File: src/rtl/pte_pkg.sv
package pte_pkg;

	localparam int ID_BITS = 16;
	localparam int OUT_TIME_BITS = 32;
	localparam logic [31:0] TPU_RESET = 32'd1000;

	localparam logic KIND_TICK = 1'b0;
	localparam logic KIND_SUB  = 1'b1;

	localparam logic RES_FIRE   = 1'b0;
	localparam logic RES_STATUS = 1'b1;

	localparam logic ST_OK   = 1'b0;
	localparam logic ST_FULL = 1'b1;

	typedef enum logic [2:0] {
		S_IDLE,
		S_READ,
		S_CMP,
		S_FLUSH,
		S_STAT
	} pte_state_t;

	typedef struct packed {
		logic tick_start;
		logic sub_start;
		logic rd_issue;
		logic cmp_step;
		logic end_scan;
		logic flush;
		logic out_status;
	} pte_cmd_t;

	typedef struct packed {
		logic scan_done;
		logic match;
		logic pend_valid;
		logic out_free;
	} pte_sts_t;

endpackage

File: src/rtl/prescaled_timer_event_list.sv
// prescaled timer with a bounded table of pending events
// input channel (in_valid/in_stall): kind 0 is a raw tick, kind 1 subscribes
// event_id to fire at event_time; a word is taken when in_valid is high and
// in_stall is low
// output channel (out_valid/out_stall): fired events and subscription status,
// last marks the final word caused by one input; a tick that fires nothing
// gives no word
// cfg channel: cfg_data writes ticks_per_unit, always ready, reset value 1000
// subscribe: the status word is loaded in S_STAT once the output register is free
// tick: one ram read and one compare per pending slot (S_READ, S_CMP), then
// S_FLUSH; the table ram has one read port and one write port
// one input is worked on at a time; in_stall is high while it runs
// a stalled receiver holds the output register and the scan waits on it
// reset clears the counters and empties the table; no clearing pass
module prescaled_timer_event_list import pte_pkg::*; #(
	parameter int EVENT_SLOTS = 16,
	parameter int TIME_BITS   = 32
) (
	input  logic                     clk,
	input  logic                     arst_n,
	input  logic                     in_valid,
	output logic                     in_stall,
	input  logic                     kind,
	input  logic [31:0]              event_time,
	input  logic [ID_BITS-1:0]       event_id,
	output logic                     out_valid,
	input  logic                     out_stall,
	output logic                     result_kind,
	output logic [ID_BITS-1:0]       fired_id,
	output logic [OUT_TIME_BITS-1:0] fire_time,
	output logic                     status,
	output logic                     last,
	input  logic                     cfg_valid,
	output logic                     cfg_ready,
	input  logic [31:0]              cfg_data
);

	pte_cmd_t cmd;
	pte_sts_t sts;

	assign cfg_ready = 1'b1;

	pte_ctrl u_ctrl (
		.clk      (clk),
		.arst_n   (arst_n),
		.in_valid (in_valid),
		.in_stall (in_stall),
		.kind     (kind),
		.sts      (sts),
		.cmd      (cmd)
	);

	pte_dpath #(
		.EVENT_SLOTS (EVENT_SLOTS),
		.TIME_BITS   (TIME_BITS)
	) u_dpath (
		.clk         (clk),
		.arst_n      (arst_n),
		.cmd         (cmd),
		.sts         (sts),
		.event_time  (event_time),
		.event_id    (event_id),
		.cfg_valid   (cfg_valid && cfg_ready),
		.cfg_data    (cfg_data),
		.out_stall   (out_stall),
		.out_valid   (out_valid),
		.result_kind (result_kind),
		.fired_id    (fired_id),
		.fire_time   (fire_time),
		.status      (status),
		.last        (last)
	);

	a_busy_after_accept: assert property (@(posedge clk) disable iff (!arst_n)
		in_valid && !in_stall |=> in_stall)
		else $error("block not busy after taking a word");

	a_no_overwrite: assert property (@(posedge clk) disable iff (!arst_n)
		cmd.cmp_step && sts.match && sts.pend_valid |-> sts.out_free)
		else $error("fire word loaded over a waiting word");

	a_status_free: assert property (@(posedge clk) disable iff (!arst_n)
		cmd.out_status || cmd.flush |-> sts.out_free)
		else $error("final word loaded over a waiting word");

	a_cmd_onehot: assert property (@(posedge clk) disable iff (!arst_n)
		$onehot0({cmd.tick_start, cmd.sub_start, cmd.rd_issue, cmd.cmp_step,
			cmd.end_scan, cmd.flush, cmd.out_status}))
		else $error("more than one command at once");

endmodule

File: src/rtl/pte_ram.sv
module pte_ram #(
	parameter int WIDTH = 48,
	parameter int DEPTH = 16
) (
	input  logic                                   clk,
	input  logic                                   we,
	input  logic [(DEPTH > 1 ? $clog2(DEPTH) : 1)-1:0] waddr,
	input  logic [WIDTH-1:0]                       wdata,
	input  logic                                   re,
	input  logic [(DEPTH > 1 ? $clog2(DEPTH) : 1)-1:0] raddr,
	output logic [WIDTH-1:0]                       rdata
);

	logic [WIDTH-1:0] mem_q [DEPTH];
	logic [WIDTH-1:0] rdata_q;

	always_ff @(posedge clk) begin
		if (we) begin
			mem_q[waddr] <= wdata;
		end
		if (re) begin
			rdata_q <= mem_q[raddr];
		end
	end

	assign rdata = rdata_q;

endmodule

File: src/rtl/pte_ctrl.sv
module pte_ctrl import pte_pkg::*; (
	input  logic     clk,
	input  logic     arst_n,
	input  logic     in_valid,
	output logic     in_stall,
	input  logic     kind,
	input  pte_sts_t sts,
	output pte_cmd_t cmd
);

	pte_state_t state_q, state_d;
	logic       accept;

	assign in_stall = (state_q != S_IDLE);
	assign accept   = in_valid && !in_stall;

	always_ff @(posedge clk or negedge arst_n) begin
		if (!arst_n) begin
			state_q <= S_IDLE;
		end else begin
			state_q <= state_d;
		end
	end

	always_comb begin
		state_d = state_q;
		case (state_q)
			S_IDLE: begin
				if (accept) begin
					state_d = (kind == KIND_SUB) ? S_STAT : S_READ;
				end
			end
			S_READ: begin
				state_d = sts.scan_done ? S_FLUSH : S_CMP;
			end
			S_CMP: begin
				if (!(sts.match && sts.pend_valid && !sts.out_free)) begin
					state_d = S_READ;
				end
			end
			S_FLUSH: begin
				if (!sts.pend_valid || sts.out_free) begin
					state_d = S_IDLE;
				end
			end
			S_STAT: begin
				if (sts.out_free) begin
					state_d = S_IDLE;
				end
			end
			default: state_d = S_IDLE;
		endcase
	end

	always_comb begin
		cmd = '0;
		case (state_q)
			S_IDLE: begin
				cmd.tick_start = accept && (kind == KIND_TICK);
				cmd.sub_start  = accept && (kind == KIND_SUB);
			end
			S_READ: begin
				cmd.end_scan = sts.scan_done;
				cmd.rd_issue = !sts.scan_done;
			end
			S_CMP: begin
				cmd.cmp_step = !(sts.match && sts.pend_valid && !sts.out_free);
			end
			S_FLUSH: begin
				cmd.flush = sts.pend_valid && sts.out_free;
			end
			S_STAT: begin
				cmd.out_status = sts.out_free;
			end
			default: cmd = '0;
		endcase
	end

endmodule

File: src/rtl/pte_dpath.sv
module pte_dpath import pte_pkg::*; #(
	parameter int EVENT_SLOTS = 16,
	parameter int TIME_BITS   = 32
) (
	input  logic                     clk,
	input  logic                     arst_n,
	input  pte_cmd_t                 cmd,
	output pte_sts_t                 sts,
	input  logic [31:0]              event_time,
	input  logic [ID_BITS-1:0]       event_id,
	input  logic                     cfg_valid,
	input  logic [31:0]              cfg_data,
	input  logic                     out_stall,
	output logic                     out_valid,
	output logic                     result_kind,
	output logic [ID_BITS-1:0]       fired_id,
	output logic [OUT_TIME_BITS-1:0] fire_time,
	output logic                     status,
	output logic                     last
);

	localparam int IW = (EVENT_SLOTS > 1) ? $clog2(EVENT_SLOTS) : 1;
	localparam int CW = $clog2(EVENT_SLOTS + 1);
	localparam int EW = TIME_BITS + ID_BITS;

	logic [31:0]          tpu_q, prescale_q, prescale_inc;
	logic [TIME_BITS-1:0] time_q;
	logic [CW-1:0]        count_q, scan_q, keep_q;
	logic                 pend_valid_q, sub_st_q, out_valid_q;
	logic [ID_BITS-1:0]   pend_id_q;
	logic                 full, tick_hit, match, load_mid;

	logic          ram_we;
	logic [IW-1:0] ram_waddr;
	logic [EW-1:0] ram_wdata, ram_rdata;

	assign prescale_inc = prescale_q + 32'd1;
	assign tick_hit     = (prescale_inc == tpu_q);
	assign full         = !(count_q < CW'(EVENT_SLOTS));
	assign match        = (ram_rdata[EW-1:ID_BITS] == time_q);
	assign load_mid     = cmd.cmp_step && match && pend_valid_q;

	assign ram_we    = (cmd.sub_start && !full) || (cmd.cmp_step && !match);
	assign ram_waddr = cmd.sub_start ? count_q[IW-1:0] : keep_q[IW-1:0];
	assign ram_wdata = cmd.sub_start ? {TIME_BITS'(event_time), event_id} : ram_rdata;

	pte_ram #(
		.WIDTH (EW),
		.DEPTH (EVENT_SLOTS)
	) u_ram (
		.clk   (clk),
		.we    (ram_we),
		.waddr (ram_waddr),
		.wdata (ram_wdata),
		.re    (cmd.rd_issue),
		.raddr (scan_q[IW-1:0]),
		.rdata (ram_rdata)
	);

	always_ff @(posedge clk or negedge arst_n) begin
		if (!arst_n) begin
			tpu_q        <= TPU_RESET;
			prescale_q   <= '0;
			time_q       <= '0;
			count_q      <= '0;
			scan_q       <= '0;
			keep_q       <= '0;
			pend_valid_q <= 1'b0;
			out_valid_q  <= 1'b0;
		end else begin
			if (cfg_valid) begin
				tpu_q <= cfg_data;
			end
			if (cmd.tick_start) begin
				scan_q       <= '0;
				keep_q       <= '0;
				pend_valid_q <= 1'b0;
				if (tick_hit) begin
					prescale_q <= prescale_inc - tpu_q;
					time_q     <= time_q + TIME_BITS'(1);
				end else begin
					prescale_q <= prescale_inc;
				end
			end
			if (cmd.sub_start && !full) begin
				count_q <= count_q + CW'(1);
			end
			if (cmd.cmp_step) begin
				scan_q <= scan_q + CW'(1);
				if (match) begin
					pend_valid_q <= 1'b1;
				end else begin
					keep_q <= keep_q + CW'(1);
				end
			end
			if (cmd.end_scan) begin
				count_q <= keep_q;
			end
			if (cmd.flush) begin
				pend_valid_q <= 1'b0;
			end
			if (load_mid || cmd.flush || cmd.out_status) begin
				out_valid_q <= 1'b1;
			end else if (!out_stall) begin
				out_valid_q <= 1'b0;
			end
		end
	end

	always_ff @(posedge clk) begin
		if (cmd.sub_start) begin
			sub_st_q <= full ? ST_FULL : ST_OK;
		end
		if (cmd.cmp_step && match) begin
			pend_id_q <= ram_rdata[ID_BITS-1:0];
		end
		if (load_mid || cmd.flush) begin
			result_kind <= RES_FIRE;
			fired_id    <= pend_id_q;
			fire_time   <= OUT_TIME_BITS'(time_q);
			status      <= ST_OK;
			last        <= cmd.flush;
		end else if (cmd.out_status) begin
			result_kind <= RES_STATUS;
			fired_id    <= '0;
			fire_time   <= '0;
			status      <= sub_st_q;
			last        <= 1'b1;
		end
	end

	assign out_valid      = out_valid_q;
	assign sts.scan_done  = (scan_q == count_q);
	assign sts.match      = match;
	assign sts.pend_valid = pend_valid_q;
	assign sts.out_free   = !out_valid_q || !out_stall;

endmodule

File: config.mk
export PLATFORM = sky130hd
export DESIGN_NAME = prescaled_timer_event_list
export DESIGN_NICKNAME = d
export VERILOG_FILES = /design/src/rtl/pte_pkg.sv /design/src/rtl/prescaled_timer_event_list.sv /design/src/rtl/pte_ram.sv /design/src/rtl/pte_ctrl.sv /design/src/rtl/pte_dpath.sv
export SDC_FILE = /design/constraint.sdc
export NUM_CORES = 1
export LEC_CHECK = 0
export ABC_AREA = 1
export BUFFER_PORTS_ARGS = -buffer_cell sky130_fd_sc_hd__buf_2
export CORE_UTILIZATION = 35
export CTS_CLUSTER_SIZE = 28
export DETAILED_ROUTE_END_ITERATION = 10
export RECOVER_POWER = 25
export SYNTH_ARGS = -nofsm -noshare
export SYNTH_HDL_FRONTEND = slang
export SYNTH_SLANG_ARGS = --single-unit
export TNS_END_PERCENT = 5
File: constraint.sdc
create_clock -name clk -period 12.3 [get_ports clk]
set_input_delay 1.23 -clock clk [delete_from_list [all_inputs] [get_ports clk]]
set_output_delay 1.23 -clock clk [all_outputs]
set_load 0.01 [all_outputs]
# Yosys cells after proc, flatten, opt, wreduce, memory -nomap -nowiden

Memories as Yosys holds them, arrays and structs flattened. A register that Yosys moved wholly into a read port is not among the register bits.
Cells that the tools add are included.

Bits in latches: 0
RAM bits: 768
Flip-flop bits (word level): 184
Memories: 1
Output and inout bits: 54
Bits of input ports: 86
Logic and storage cells: 105
ROM bits: 0

Add/subtract/negate cells: 6
Equal/unequal tests: 12
Reductions and logical operators: 30
Bitwise operators: 1
Shift operators: 0
Multipliers: 0
Divide/modulo/power cells: 0
$lt $le $gt $ge: 1
Multiplexer cells: 38

Memories:

| name                | words | width | rd ports | clocked after memory_dff | wr ports | line          | RTL |
|---|---|---|---|---|---|---|---|
| u_dpath.u_ram.mem_q | 16    | 48    | 1        | 1                        | 1        | pte_ram.sv:14 | `logic [WIDTH-1:0] mem_q [DEPTH];` |

Operators by type and width:

| operator              | count |
|---|---|
| $mux 32               | 3 |
| $add 32x1->32 const B | 2 |
| $eq 32x32->1          | 2 |
| $mux 48               | 1 |
| $mux 5                | 7 |
| $mux 16               | 2 |
| $sub 32x32->32        | 1 |
| $mux 1                | 17 |
| $add 5x1->5 const B   | 3 |
| $mux 3                | 5 |
| $pmux 3 s5            | 1 |
| $logic_and 1x1->1     | 10 |
| $logic_not 1->1       | 8 |
| $ne 2x1->1 const B    | 4 |
| $eq 3x2->1 const B    | 2 |
| $reduce_bool 2->1     | 3 |
| $eq 5x5->1            | 1 |
| $logic_or 1x1->1      | 5 |
| $lt 5x5->1 const B    | 1 |
| $mux 4                | 1 |
| $reduce_and 4->1      | 1 |
| $eq 3x1->1 const B    | 1 |
| $eq 3x3->1 const B    | 1 |
| $logic_not 3->1       | 1 |
| other kinds (5)       | 5 |

# Longest topological paths before layout

Word-level depth: 11
Mapped depth: 24
Mapped depth without buffers: 23

# Modules after synthesis

Synthesis repeated with hierarchy kept, for this count alone.

Cells, all modules: 4708
Area total of the unflattened synthesis: 46339.4 um2

By module, submodules not included:

| module                     | sequential area each (um2) | instances | cells an instance | area each (um2) |
|---|---|---|---|---|
| pte_ram                    | 24503.5                    | 1         | 3165              | 34469.3 |
| pte_dpath                  | 4857.2                     | 1         | 1500              | 11616.1 |
| pte_ctrl                   | 75.1                       | 1         | 41                | 242.7 |
| prescaled_timer_event_list | 0.0                        | 1         | 2                 | 11.3 |

# Worst setup path after synthesis

No wires, ideal clock.

Kind: in2reg
Start: input in_valid
End: memory u_dpath.u_ram.mem_q[0][0], enable pin
Arrival: 4.205 ns
Data required time: 11.846 ns
Slack: 7.641 ns
Setup time: 0.454 ns
Cell stages on the path: 7
Cell sequence: inv_1 > nor3_1 > clkbuf_1 > o21ai_0 > inv_1 > nand3_1 > nor2_1

Cells in the longest elaborated chain, start to end: 7
Elaborated cells between the ends (all ways): 8
Those cells by class: 4 x mux; 4 x reduce/logical

RTL lines:

| item                         | line                             | RTL |
|---|---|---|
| start: declaration           | prescaled_timer_event_list.sv:21 | `input logic in_valid,` |
| $logic_and 1x1->1 (*)        | pte_ctrl.sv:15                   | `assign accept = in_valid && !in_stall;` |
| $logic_and 1x1->1 (*)        | pte_ctrl.sv:60                   | `cmd.sub_start = accept && (kind == KIND_SUB);` |
| $mux 2 (*)                   | pte_ctrl.sv:57                   | `case (state_q)` |
| $logic_and 1x1->1            | pte_dpath.sv:43                  | `assign ram_we = (cmd.sub_start && !full) \|\| (cmd.cmp_step && !match);` |
| $logic_or 1x1->1             | pte_dpath.sv:43                  |  |
| $mux 1                       | pte_ram.sv:18                    | `if (we) begin` |
| $mux 1 (implied by the code) | pte_ram.sv:19                    | `mem_q[waddr] <= wdata;` |
| end: declaration             | pte_ram.sv:14                    |  |

Every way passes the cells marked *; elsewhere a longest branch is shown, timed or not.

# Worst setup path after layout

Start: register u_ctrl.state_q[2]
End: memory u_dpath.u_ram.mem_q[9][43], enable pin

Cells in the longest elaborated chain, start to end: 9
Elaborated cells between the ends (all ways): 14
Those cells by class: 1 x eq/ne; 5 x mux; 8 x reduce/logical

RTL lines:

| item                         | line            | RTL |
|---|---|---|
| start: declaration           | pte_ctrl.sv:11  | `pte_state_t state_q, state_d;` |
| start signal: assignment     | pte_ctrl.sv:21  | `state_q <= state_d;` |
| $reduce_bool 3->1            | pte_ctrl.sv:14  | `assign in_stall = (state_q != S_IDLE);` |
| $logic_not 1->1              | pte_ctrl.sv:15  |  |
| $logic_and 1x1->1            | pte_ctrl.sv:15  |  |
| $logic_and 1x1->1            | pte_ctrl.sv:60  |  |
| $mux 2                       | pte_ctrl.sv:57  |  |
| $logic_and 1x1->1            | pte_dpath.sv:43 |  |
| $logic_or 1x1->1             | pte_dpath.sv:43 |  |
| $mux 1                       | pte_ram.sv:18   |  |
| $mux 1 (implied by the code) | pte_ram.sv:19   |  |

Parallel ways exist; a longest one is shown, timed or not.

==> flow_results.xml <==
<?xml version="1.0" encoding="UTF-8"?>
<metrics>
  <group name="status">
    <metric name="outcome" unit="">finished, violations left</metric>
    <metric name="failed_checks" unit="">max-capacitance violations, max-slew violations</metric>
  </group>
  <group name="min_path">
    <metric name="worst_hold_startpoint" unit="">u_dpath.u_ram.rdata[4]$_DFFE_PP_</metric>
    <metric name="hold_path_class" unit="">reg2reg</metric>
  </group>
  <group name="yosys">
    <metric name="synthAdderAreaFrac" unit="%">1.10</metric>
    <metric name="synthesis.yosys.warnings" unit="">0</metric>
    <metric name="yosys_register_bits" unit="">1000</metric>
    <metric name="synth_enable_flop_cells" unit="">882</metric>
    <metric name="dominant_combinational_cell_family_by_area_after_synthesis" unit="">simple AND/OR/NAND/NOR gates</metric>
    <metric name="postSynthNetCount" unit="">3873</metric>
    <metric name="synth_simple_gate_area_share" unit="%">13.7</metric>
    <metric name="muxShareOfSynthArea" unit="%">0.0499</metric>
    <metric name="synth-compound-area-share" unit="%">10.8</metric>
    <metric name="netlist-cell-type-count" unit="">50</metric>
    <metric name="netlist_instances" unit="">3750</metric>
    <metric name="syn-mean-instance-area" unit="µm²">11.4</metric>
    <metric name="synth_area" unit="µm²">42600</metric>
    <metric name="synth-main-ff-cell" unit="">sky130_fd_sc_hd__edfxtp_1</metric>
    <metric name="synth.yosys.seq_area_share" unit="%">69.1</metric>
    <metric name="async_reset_ff_share" unit="%">11.6</metric>
    <metric name="synthXorXnorAreaFrac" unit="%">1.64</metric>
  </group>
  <group name="clocking">
    <metric name="holdBufCountCts" unit="">0</metric>
    <metric name="clk_transition_reported_paths" unit="ns">0.06</metric>
    <metric name="library_cell_used_as_clock_root_buffer" unit="">sky130_fd_sc_hd__clkbuf_16</metric>
    <metric name="clkLatencyLatePin" unit="ns">0.70</metric>
    <metric name="number_of_cts_inserted_buffers" unit="">103</metric>
    <metric name="clock_tree_from_tritoncts" unit="">yes</metric>
    <metric name="clkSinkCount" unit="">1000</metric>
    <metric name="cts.path.max_buffers" unit="">3</metric>
    <metric name="htree_num_levels" unit="">3</metric>
    <metric name="cts_setup_buffers" unit="">0</metric>
    <metric name="cts_resized" unit="">0</metric>
  </group>
  <group name="routing">
    <metric name="drt-pass1-iter-count" unit="">5</metric>
    <metric name="vias_per_cell" unit="">5.18</metric>
    <metric name="dr.first_iter.drc_count" unit="">2639</metric>
    <metric name="antenna_violating_nets_remaining" unit="">0</metric>
    <metric name="finalWirelength" unit="mm">114</metric>
    <metric name="num_vias" unit="">28700</metric>
    <metric name="wl_per_cell" unit="µm">20.6</metric>
    <metric name="drc_errors_left" unit="">0</metric>
  </group>
  <group name="timing">
    <metric name="rsz0062_at_grt" unit="">false</metric>
    <metric name="slew_headroom" unit="%">-145</metric>
    <metric name="final-setup-viol-count" unit="">0</metric>
    <metric name="finClkSkew" unit="ns">0.0235</metric>
    <metric name="report.final.slew_viol_count" unit="">297</metric>
    <metric name="fmaxAchievable" unit="MHz">154</metric>
    <metric name="final_hold_viol_count" unit="">0</metric>
    <metric name="final_period_minus_worst_setup_slack" unit="ns">6.50</metric>
    <metric name="min_period_over_period" unit="%">52.8</metric>
    <metric name="setup_total_negative_slack" unit="ns">0</metric>
    <metric name="tightestPinTransition" unit="ns">3.67</metric>
  </group>
  <group name="floorplan">
    <metric name="floorplan.core_area" unit="µm²">120000</metric>
    <metric name="die_height" unit="µm">351</metric>
    <metric name="dieArea" unit="µm²">123000</metric>
    <metric name="placement_row_count" unit="">127</metric>
    <metric name="io_pins" unit="">140</metric>
    <metric name="initial_utilization" unit="%">35.4</metric>
    <metric name="die_width" unit="µm">351</metric>
  </group>
  <group name="power_and_ir_drop">
    <metric name="max-vdd-ir-drop" unit="mV">0.164</metric>
    <metric name="power.leakage" unit="µW">0.0172</metric>
    <metric name="power-per-cell-area" unit="nW/µm²">210</metric>
  </group>
  <group name="worst_setup_path">
    <metric name="worstSetupStartpoint" unit="">u_ctrl.state_q[2]$_DFFE_PN0P_</metric>
    <metric name="worstPathArrival" unit="ns">6.82</metric>
    <metric name="path_class" unit="">reg2reg</metric>
    <metric name="crit_fanout" unit="">45</metric>
    <metric name="r2r-start" unit="">u_ctrl.state_q[2]$_DFFE_PN0P_</metric>
    <metric name="worstSetupStartpointType" unit="">flip-flop</metric>
    <metric name="worstPathRequired" unit="ns">12.62</metric>
    <metric name="setup.worst_path.end_class" unit="">flip-flop</metric>
  </group>
  <group name="layout">
    <metric name="fin_nets" unit="">3965</metric>
    <metric name="fillers" unit="">11400</metric>
    <metric name="finalInstanceArea" unit="µm²">48400</metric>
    <metric name="layout-area-overhead-vs-synth" unit="%">13.5</metric>
    <metric name="sequential_cell_area" unit="µm²">29400</metric>
    <metric name="antenna-diode-count" unit="">0</metric>
    <metric name="post_route_cells_drive_above_1_share" unit="%">8.10</metric>
    <metric name="multi_input_comb_area" unit="µm²">11800</metric>
  </group>
  <group name="placement">
    <metric name="placed_area" unit="µm²">45100</metric>
    <metric name="dp_hpwl" unit="mm">67.0</metric>
    <metric name="io_buffer_count" unit="">138</metric>
    <metric name="globalplace.congestion" unit="">0.891</metric>
  </group>
  <group name="flow_run">
    <metric name="max-cap-violations" unit="">6</metric>
  </group>
  <group name="global_routing">
    <metric name="grt_usage" unit="%">18.3</metric>
    <metric name="number_of_global_route_vias_before_repair" unit="">27300</metric>
    <metric name="number_of_antenna_violations_at_the_first_check_in_global_routing" unit="">4</metric>
    <metric name="largest_net_degree_at_the_start_of_global_routing" unit="">223</metric>
    <metric name="wire_length_of_the_first_global_routing_pass" unit="mm">171</metric>
    <metric name="grt_overflow" unit="">0</metric>
  </group>
</metrics>
## cells by family after synthesis
family,after synthesis
AO/OA/AOI/OAI,803
XOR/XNOR,80
adder cells (fa/ha/maj),37
buffers and inverters,400
flip-flops,1000
multiplexers,2
other,1
AND/OR/NAND/NOR,1427
## stage by stage
stage	hold slack [ns]	worst slack (ns)	instances	total power, µW	utilization [%]
after global placement	0.435	7.51	5349	7080	37.5
final	0.457	5.80	5538	10200	40.2
after CTS	0.460	7.49	5538	10300	40.3
after global routing	0.473	5.09	5538	10700	40.2
after floorplan	0.427	7.64	3750	6160	-
after detailed placement	0.444	7.44	5349	7100	37.5
## sequential cells by signal, summed over array words and instances (netlist names)
register,flops
u_ctrl.state_q,3
u_dpath.count_q,5
u_dpath.fire_time,32
u_dpath.fired_id,16
u_dpath.keep_q,5
u_dpath.last,1
u_dpath.out_valid,1
u_dpath.pend_id_q,16
u_dpath.pend_valid_q,1
u_dpath.prescale_q,32
u_dpath.result_kind,1
u_dpath.scan_q,5
u_dpath.status,1
u_dpath.sub_st_q,1
u_dpath.time_q,32
u_dpath.tpu_q,32
u_dpath.u_ram.mem_q,768
u_dpath.u_ram.rdata,48
## cells in the mapped netlist (2+ instances only)
cell	number	share of area, %
sky130_fd_sc_hd__a21boi_0	19	0.33
sky130_fd_sc_hd__and2_1	2	0.029
sky130_fd_sc_hd__nand3_1	173	2.0
sky130_fd_sc_hd__a21o_1	6	0.11
sky130_fd_sc_hd__inv_2	4	0.035
sky130_fd_sc_hd__nor2_2	4	0.059
sky130_fd_sc_hd__buf_1	9	0.079
sky130_fd_sc_hd__nand4_1	35	0.51
sky130_fd_sc_hd__dfrtp_1	110	6.5
sky130_fd_sc_hd__o21ai_0	459	5.4
sky130_fd_sc_hd__a31oi_1	3	0.044
sky130_fd_sc_hd__o22ai_1	130	1.9
sky130_fd_sc_hd__clkbuf_1	176	1.5
sky130_fd_sc_hd__buf_4	6	0.11
sky130_fd_sc_hd__or2_2	7	0.10
sky130_fd_sc_hd__o221ai_1	74	1.5
sky130_fd_sc_hd__clkinv_1	3	0.026
sky130_fd_sc_hd__ha_1	36	1.1
sky130_fd_sc_hd__nor4_1	5	0.073
sky130_fd_sc_hd__a21oi_1	77	0.90
sky130_fd_sc_hd__buf_6	2	0.053
sky130_fd_sc_hd__buf_2	4	0.047
sky130_fd_sc_hd__o21bai_1	2	0.035
sky130_fd_sc_hd__nor2_1	529	4.7
sky130_fd_sc_hd__dfstp_2	6	0.37
sky130_fd_sc_hd__nor3_1	41	0.48
sky130_fd_sc_hd__edfxtp_1	882	62
sky130_fd_sc_hd__nand2_2	2	0.029
sky130_fd_sc_hd__or3_1	2	0.029
sky130_fd_sc_hd__o21a_1	5	0.088
sky130_fd_sc_hd__dfxtp_1	2	0.094
sky130_fd_sc_hd__o211ai_1	25	0.44
sky130_fd_sc_hd__inv_1	196	1.7
sky130_fd_sc_hd__xor2_1	69	1.4
sky130_fd_sc_hd__xnor2_1	11	0.23
sky130_fd_sc_hd__nand2_1	618	5.4
sky130_fd_sc_hd__nor3b_1	3	0.053
## final timing paths
kind / end / slack (ns) / depth (start not counted)
min in group asynchronous: u_dpath.time_q[12]$_DFFE_PN0P_ / 1.80 / 1
max in group asynchronous: u_dpath.tpu_q[31]$_DFFE_PN0P_ / 6.28 / 2
max reg2reg: u_dpath.u_ram.mem_q[9][43]$_DFFE_PP_ / 5.80 / 10
min: u_dpath.pend_id_q[4]$_DFFE_PN_ / 0.46 / 0
min reg2reg: u_dpath.pend_id_q[4]$_DFFE_PN_ / 0.46 / 0
max: u_dpath.u_ram.mem_q[9][43]$_DFFE_PP_ / 5.80 / 10
## report_power, final
| part | switching [µW] | internal, µW |
|---|---|---|
| sequential | 217 | 4290 |
| clock | 1330 | 1820 |
| combinational | 1850 | 670 |
| total | 3400 | 6770 |
## cell usage in the layout, fill, tap and decap left out, drive strengths merged, types with 2 or more instances in the layout
master	Yosys	layout
edfxtp	882	882
nand2	620	620
nor2	534	534
o21ai	459	459
inv	200	207
clkbuf	176	190
nand3	175	175
o22ai	130	130
buf	21	119
dfrtp	110	110
a21oi	77	77
o221ai	74	74
xor2	69	69
clkinv	3	45
nor3	42	42
ha	36	36
nand4	35	35
o211ai	25	25
a21boi	19	19
bufinv	0	12
xnor2	11	11
or2	7	7
a21o	6	6
dfstp	6	6
nor4	5	5
o21a	5	5
nor3b	3	3
a31oi	3	3
clkinvlp	0	3
or3	2	2
and2	2	2
o21bai	2	2
dfxtp	2	2
## cell type report
| cell class | count | area share [%] |
|---|---|---|
| Sequential cell | 1000 | 60.9 |
| Timing Repair Buffer | 184 | 1.97 |
| Multi-Input combinational cell | 2350 | 24.4 |
| Clock buffer | 125 | 5.54 |
| Tap cell | 1612 | 4.17 |
| Clock inverter | 64 | 1.49 |
| Inverter | 203 | 1.60 |
## metal layers
| metal | routed length (µm) | up-vias | share of wire, % | global-route usage (%) |
|---|---|---|---|---|
| met5 | 30 | - | 0.026 | 0 |
| met4 | 2280 | 4 | 2.0 | 4.93 |
| met3 | 5390 | 140 | 4.7 | 2.17 |
| met2 | 55200 | 788 | 48 | 30.5 |
| met1 | 51300 | 14200 | 45 | 25.2 |
| li1 | - | 13600 | - | - |
## worst max-delay path, cell delays in order (launching register included)
cell,delay (ns)
sky130_fd_sc_hd__dfrtp_1,0.43
sky130_fd_sc_hd__nor2_1,0.19
sky130_fd_sc_hd__nand2_1,0.11
sky130_fd_sc_hd__nor3_1,0.13
sky130_fd_sc_hd__clkbuf_1,1.17
sky130_fd_sc_hd__clkinv_1,0.19
sky130_fd_sc_hd__clkbuf_1,1.23
sky130_fd_sc_hd__o21ai_0,0.95
sky130_fd_sc_hd__nand3_1,0.47
sky130_fd_sc_hd__nor2_4,0.55
sky130_fd_sc_hd__buf_4,0.61
Note: power is estimated with default switching activity, not from simulation.
